## src/rtl/sr1u_pkg.sv

```systemverilog
// Shared types, codes and widths of the symmetric rank-one update block.
`default_nettype none

package sr1u_pkg;

  // Fixed field widths.
  localparam int IDX_W  = 4;
  localparam int VAL_W  = 16;
  localparam int WV_W   = 32;
  localparam int PROD_W = 48;
  localparam int TERM_W = 36;
  localparam int ACC_W  = 48;

  // Word index of the only configuration register.
  localparam logic CFG_ONLY_UPPER = 1'b0;

  // Operation codes of an input item.
  typedef enum logic [1:0] {
    OP_CLEAR = 2'd0,
    OP_PUSH  = 2'd1,
    OP_READ  = 2'd2
  } op_e;

  // Status codes of a result item.
  typedef enum logic [1:0] {
    ST_OK   = 2'd0,
    ST_SAT  = 2'd1,
    ST_DROP = 2'd2
  } status_e;

  // Kind of result that the datapath loads into the output register.
  typedef enum logic [1:0] {
    RES_ZERO,
    RES_READ,
    RES_PUSH,
    RES_DROP
  } res_e;

  // Commands from the controller to the datapath.
  typedef struct packed {
    logic take;        // latch the fields of an accepted item
    logic push_start;  // start a push: weight, w*v product, pair counter
    logic drop;        // dropped push: empty the buffer on last
    logic clr_step;    // write zero at the sweep address
    logic read_issue;  // read the matrix entry of a read item
    logic buf_rd;      // read the buffered element at the pair counter
    logic opnd;        // select the partner element of the next pair
    logic mul;         // form the product and read the first entry
    logic rnd;         // round the product to the entry format
    logic wr1;         // write the first entry of the pair
    logic rd2;         // read the mirrored entry
    logic wr2;         // write the mirrored entry, advance the pair counter
    logic fin;         // store the new element, update the count
    logic out_load;    // load the output register
    res_e res;
  } sr1u_cmd_t;

  // Status from the datapath to the controller.
  typedef struct packed {
    logic push_ok;     // the offered push is neither full nor out of range
    logic self_pair;   // all buffered elements are done, self pair is next
    logic clr_last;    // sweep address is at the last entry
  } sr1u_sts_t;

endpackage

`default_nettype wire

```

## src/rtl/sr1u_ctrl.sv

```systemverilog
// Sequencing state machine of the symmetric rank-one update block.
`default_nettype none

module sr1u_ctrl (
  input  logic                  clk_i,
  input  logic                  rst_ni,
  input  logic                  in_valid_i,
  input  logic [1:0]            operation_i,
  output logic                  in_ready_o,
  output logic                  out_valid_o,
  input  logic                  out_ready_i,
  input  sr1u_pkg::sr1u_sts_t   sts_i,
  output sr1u_pkg::sr1u_cmd_t   cmd_o
);
  import sr1u_pkg::*;

  typedef enum logic [3:0] {
    S_INIT,
    S_IDLE,
    S_CLR,
    S_RDA,
    S_LOAD,
    S_OPND,
    S_MUL,
    S_RND,
    S_WR1,
    S_RD2,
    S_WR2,
    S_FIN,
    S_OUT
  } state_e;

  state_e state_q, state_d;
  logic   out_valid_q, out_valid_d;
  res_e   res_q, res_d;

  // Next state and command decode.
  always_comb begin
    cmd_o       = '0;
    state_d     = state_q;
    res_d       = res_q;
    out_valid_d = out_valid_q;
    if (out_valid_q && out_ready_i) begin
      out_valid_d = 1'b0;
    end
    case (state_q)
      S_INIT: begin
        cmd_o.clr_step = 1'b1;
        if (sts_i.clr_last) begin
          state_d = S_IDLE;
        end
      end
      S_IDLE: begin
        if (in_valid_i) begin
          cmd_o.take = 1'b1;
          case (op_e'(operation_i))
            OP_CLEAR: begin
              res_d   = RES_ZERO;
              state_d = S_CLR;
            end
            OP_PUSH: begin
              if (sts_i.push_ok) begin
                cmd_o.push_start = 1'b1;
                res_d            = RES_PUSH;
                state_d          = S_LOAD;
              end else begin
                cmd_o.drop = 1'b1;
                res_d      = RES_DROP;
                state_d    = S_OUT;
              end
            end
            OP_READ: begin
              res_d   = RES_READ;
              state_d = S_RDA;
            end
            default: begin
              res_d   = RES_ZERO;
              state_d = S_OUT;
            end
          endcase
        end
      end
      S_CLR: begin
        cmd_o.clr_step = 1'b1;
        if (sts_i.clr_last) begin
          state_d = S_OUT;
        end
      end
      S_RDA: begin
        cmd_o.read_issue = 1'b1;
        state_d          = S_OUT;
      end
      S_LOAD: begin
        cmd_o.buf_rd = 1'b1;
        state_d      = S_OPND;
      end
      S_OPND: begin
        cmd_o.opnd = 1'b1;
        state_d    = S_MUL;
      end
      S_MUL: begin
        cmd_o.mul = 1'b1;
        state_d   = S_RND;
      end
      S_RND: begin
        cmd_o.rnd = 1'b1;
        state_d   = S_WR1;
      end
      S_WR1: begin
        cmd_o.wr1 = 1'b1;
        state_d   = sts_i.self_pair ? S_FIN : S_RD2;
      end
      S_RD2: begin
        cmd_o.rd2 = 1'b1;
        state_d   = S_WR2;
      end
      S_WR2: begin
        cmd_o.wr2 = 1'b1;
        state_d   = S_LOAD;
      end
      S_FIN: begin
        cmd_o.fin = 1'b1;
        state_d   = S_OUT;
      end
      S_OUT: begin
        // Wait until the output register is free or is being emptied.
        if (!out_valid_q || out_ready_i) begin
          cmd_o.out_load = 1'b1;
          out_valid_d    = 1'b1;
          state_d        = S_IDLE;
        end
      end
      default: begin
        state_d = S_IDLE;
      end
    endcase
    cmd_o.res = res_q;
  end

  // State and registered outputs.
  always_ff @(posedge clk_i or negedge rst_ni) begin
    if (!rst_ni) begin
      state_q     <= S_INIT;
      out_valid_q <= 1'b0;
      res_q       <= RES_ZERO;
    end else begin
      state_q     <= state_d;
      out_valid_q <= out_valid_d;
      res_q       <= res_d;
    end
  end

  assign in_ready_o  = (state_q == S_IDLE);
  assign out_valid_o = out_valid_q;

endmodule

`default_nettype wire

```

## config.mk

```make
export PLATFORM = sky130hd
export DESIGN_NAME = sr1u_ctrl
export DESIGN_NICKNAME = d
export VERILOG_FILES = /design/src/rtl/sr1u_pkg.sv /design/src/rtl/sr1u_ctrl.sv
export SDC_FILE = /design/constraint.sdc
export NUM_CORES = 1
export LEC_CHECK = 0
export BUFFER_PORTS_ARGS = -buffer_cell sky130_fd_sc_hd__buf_2
export CORE_MARGIN = 1
export CORE_UTILIZATION = 45
export DETAILED_ROUTE_END_ITERATION = 10
export GPL_TIMING_DRIVEN = 0
export PLACE_DENSITY = 0.85
export SYNTH_ARGS = -nofsm -noshare
export SYNTH_HDL_FRONTEND = slang
export SYNTH_SLANG_ARGS = --single-unit
```

## constraint.sdc

```tcl
create_clock -name clk_i -period 1.65 [get_ports clk_i]
set_input_delay 0.165 -clock clk_i [delete_from_list [all_inputs] [get_ports clk_i]]
set_output_delay 0.165 -clock clk_i [all_outputs]
set_load 0.02 [all_outputs]
```

==> run_results.csv <==
group,metric,value,unit
outcome,status,"complete, but fails checks",
outcome,violations,"negative setup slack",
power,power_leakage,0.525,nW
synthesis,syn_nets,95,
sta,hold_viol_final,0,
synthesis,synth_top_area_share,27.7,%
floorplan,die_area,0.00156,sq mm
sta,slew_headroom,77.5,%
placement,gp_congestion,0.821,
cells_and_area,stdcell_area,941,sq um
drt,via_count,746,
worst_setup_path,path_max_fanout,6,
power,p_switching,0.745,mW
sta,setup_ws,-55.0,ps
placement,dp_hpwl,1.17,mm
synthesis,yosys_register_bits,7,
worst_setup_path,cpPeakStageDelay,390,ps
cts,path_clk_slew,60,ps
drt,first_pass_iters,4,
cts,cts_buffers,3,
synthesis,synth_area_leaders,"dfrtp_1 28%, ha_1 12%, nor2_1 5.9%, nor3_1 5.5%, o21ai_0 5.5%",
drt,via_per_inst,5.53,
synthesis,yosysUniqueCellTypes,23,
power,vdd_drop_max,1.04,mV
cells_and_area,stdcell_count,135,
drt,wire_per_inst,13.4,microns
drt,drt_wl_total,1.80,mm
cts,cts.path.max_buffers,2,
worst_setup_path,crit_path_frequent_cell,"buf_6",
floorplan,core_area,0.00130,sq mm
worst_setup_path,path_cells,"buf_6 > nor4b_4 > nand2_2 > inv_2 > and3_4 > buf_6",
synthesis,yosysTopAreaCell,"dfrtp_1",
power,power_density,1680,mW/mm^2
synthesis,syn_avg_cell_area,7.91,sq um
worst_setup_path,critPathSlowestCell,"dfrtp_1",
power,p_clk_share,10.5,%
power,p_seq_share,18.8,%
drt,drc,0,
sta,drv_slew,0,
worst_setup_path,cp_top_family,"simple AND/OR/NAND/NOR gates",
grt,overflow,0,
cts,cts_tree,"done",
worst_setup_path,end_kind,"primary output",
placement,dpl.cell_count,121,
grt,antenna_found_initial,0,
cells_and_area,layout-drive-gt1-share,45.0,%
sta,setup_viol_count_final,2,
cts,clock_latency,260,ps
cts,cts_root_buffer,"clkbuf_4",
floorplan,initial_utilization,48.7,%
cells_and_area,layout.nets,136,
drt,first_iter_violations,22,
sta,rsz0062_at_grt,"yes",
min_path,hold_path.class,"primary input to asynchronous set/reset pin",
cts,clock-sinks,7,
floorplan,die_x,39.5,microns
worst_setup_path,cp_data_required_time,1480,ps
sta,clock_skew,1.22,ps
floorplan,placementRows,13,
sta,max_freq,587,MHz
sta,fin_crit,1700,ps
worst_setup_path,cp_data_arrival_time,1540,ps
grt,grt_max_degree,11,
power,comb_power_share,70.7,%
worst_setup_path,crit_buf_inv,3,
sta,tightestPinTransition,335,ps
sta,fin_crit_sh,103,%
cells_and_area,diodes,0,
flow_run,cap_violations,0,
synthesis,synth_seq_area_share,27.7,%
placement,place.port_buffers,26,
worst_setup_path,worst-setup-path-type,"register to primary output",
power,swShare,47.2,%
power,power,1.58,mW
grt,first_global_vias,631,
synthesis,syn_inst,80,
cells_and_area,layout_commonest_cell,"buf_2",
grt,grt_pass1_wl,2.44,mm
cts,htreeDepth,1,
floorplan,die_y,39.5,microns
drt,ant_nets,0,
synthesis,synth_warnings,0,
synthesis,syn-cell-area,633,sq um
floorplan,io_pins,27,
grt,grt_use_total,23.8,%
cells_and_area,syn_to_final_growth,48.6,%
cells_and_area,layout_common_cells,"24 x buf_2, 10 x nor2_1, 10 x buf_4",
placement,dpl_cell_area,790,sq um
power,p_int,0.834,mW
worst_setup_path,startpoint_type,"register",
==> worst paths after layout <==
kind	from	depth (start not counted)	end	slack, ps
max in group asynchronous	rst_ni	2	state_q[1]$_DFFE_PN0P_	1210
min in group clk_i	out_ready_i	3	out_valid_o$_DFF_PN0_	270
max reg2reg	state_q[2]$_DFFE_PN0P_	6	state_q[1]$_DFFE_PN0P_	0
min reg2reg	res_q[0]$_DFFE_PN0P_	2	res_q[0]$_DFFE_PN0P_	500
min	rst_ni	2	res_q[1]$_DFFE_PN0P_	260
max	state_q[2]$_DFFE_PN0P_	6	cmd_o[14]	-50
==> kinds of logic (layout without fill, tap and decap cells) <==
logic type	Yosys count	in the layout	share of synthesized area, %
AO/OA/AOI/OAI	17	17	16.2
adder cells (fa/ha/maj)	6	6	11.9
buffers and inverters	9	49	6.72
flip-flops	7	7	27.7
multiplexers	3	3	5.34
AND/OR/NAND/NOR	38	38	32.2
==> registers in the layout (all words and copies together) (netlist names) <==
name and flops:
state_q 4, out_valid_o 1, res_q 2
==> routing by layer <==
metal | global-route usage (%) | share of wire, % | vias to the layer above
li1 | - | - | 354
met1 | 23.4 | 39 | 344
met2 | 43.4 | 53 | 46
met3 | 4.55 | 6.7 | 2
met4 | 16.4 | 0.94 | 0
met5 | 0 | 0 | -
==> power groups by stage <==
stage	Sequential [mW]	Combinational (mW)	Clock (mW)
CTS	0.291	1.01	0.170
detailed placement	0.293	0.909	0
global placement	0.288	0.887	0
finish	0.297	1.12	0.166
floorplan	0.311	0.662	0
global route	0.303	1.20	0.177
==> layout make-up <==
cell class              instances  area [sq um]
multi-input cells              64           434
fillers                       104           360
repair buffers                 36           229
flip-flops and latches          7           176
plain buffers                   5          40.0
clock buffers                   3          22.5
well taps                      15          18.8
inverters                       4          15.0
clock inverters                 1          5.00
==> cell usage after synthesis <==
cell type  number
a21o_1          3
a21oi_1         3
and2_1          1
and3_1          2
buf_2           4
buf_4           1
dfrtp_1         7
ha_1            6
inv_1           4
mux2_2          3
nand2_1         7
nand2b_1        5
nor2_1         10
nor2b_1         2
nor3_1          7
nor4_1          1
nor4b_4         1
o21a_1          1
o21ai_0         7
o221ai_1        1
o22ai_1         1
o31ai_1         1
or3_1           2
==> what timing repair did <==
| action | 4_1_cts | 5_1_grt |
|---|---|---|
| cloned | 0 | 0 |
| hold buffers | 1 | 0 |
| endpoints found under the hold margin | 7 | 0 |
| buffers inserted | 5 | 4 |
| pin swaps | 3 | 2 |
| gates resized for setup | 8 | 6 |
| endpoints found under the setup margin | 4 | 7 |
==> through the flow <==
step	util (%)	setup WS, ps	setup TNS [ps]	hold slack, ps
after detailed placement	60.7	30.0	0	6.00
after CTS	68.4	-64.2	-64.2	223
after global placement	60.7	8.24	0	1.76
after floorplan	-	4.76	0	-131
final	72.3	-55.0	-67.5	265
after global routing	72.3	-142	-378	267
No activity file was read; power rests on OpenSTA's default activity.
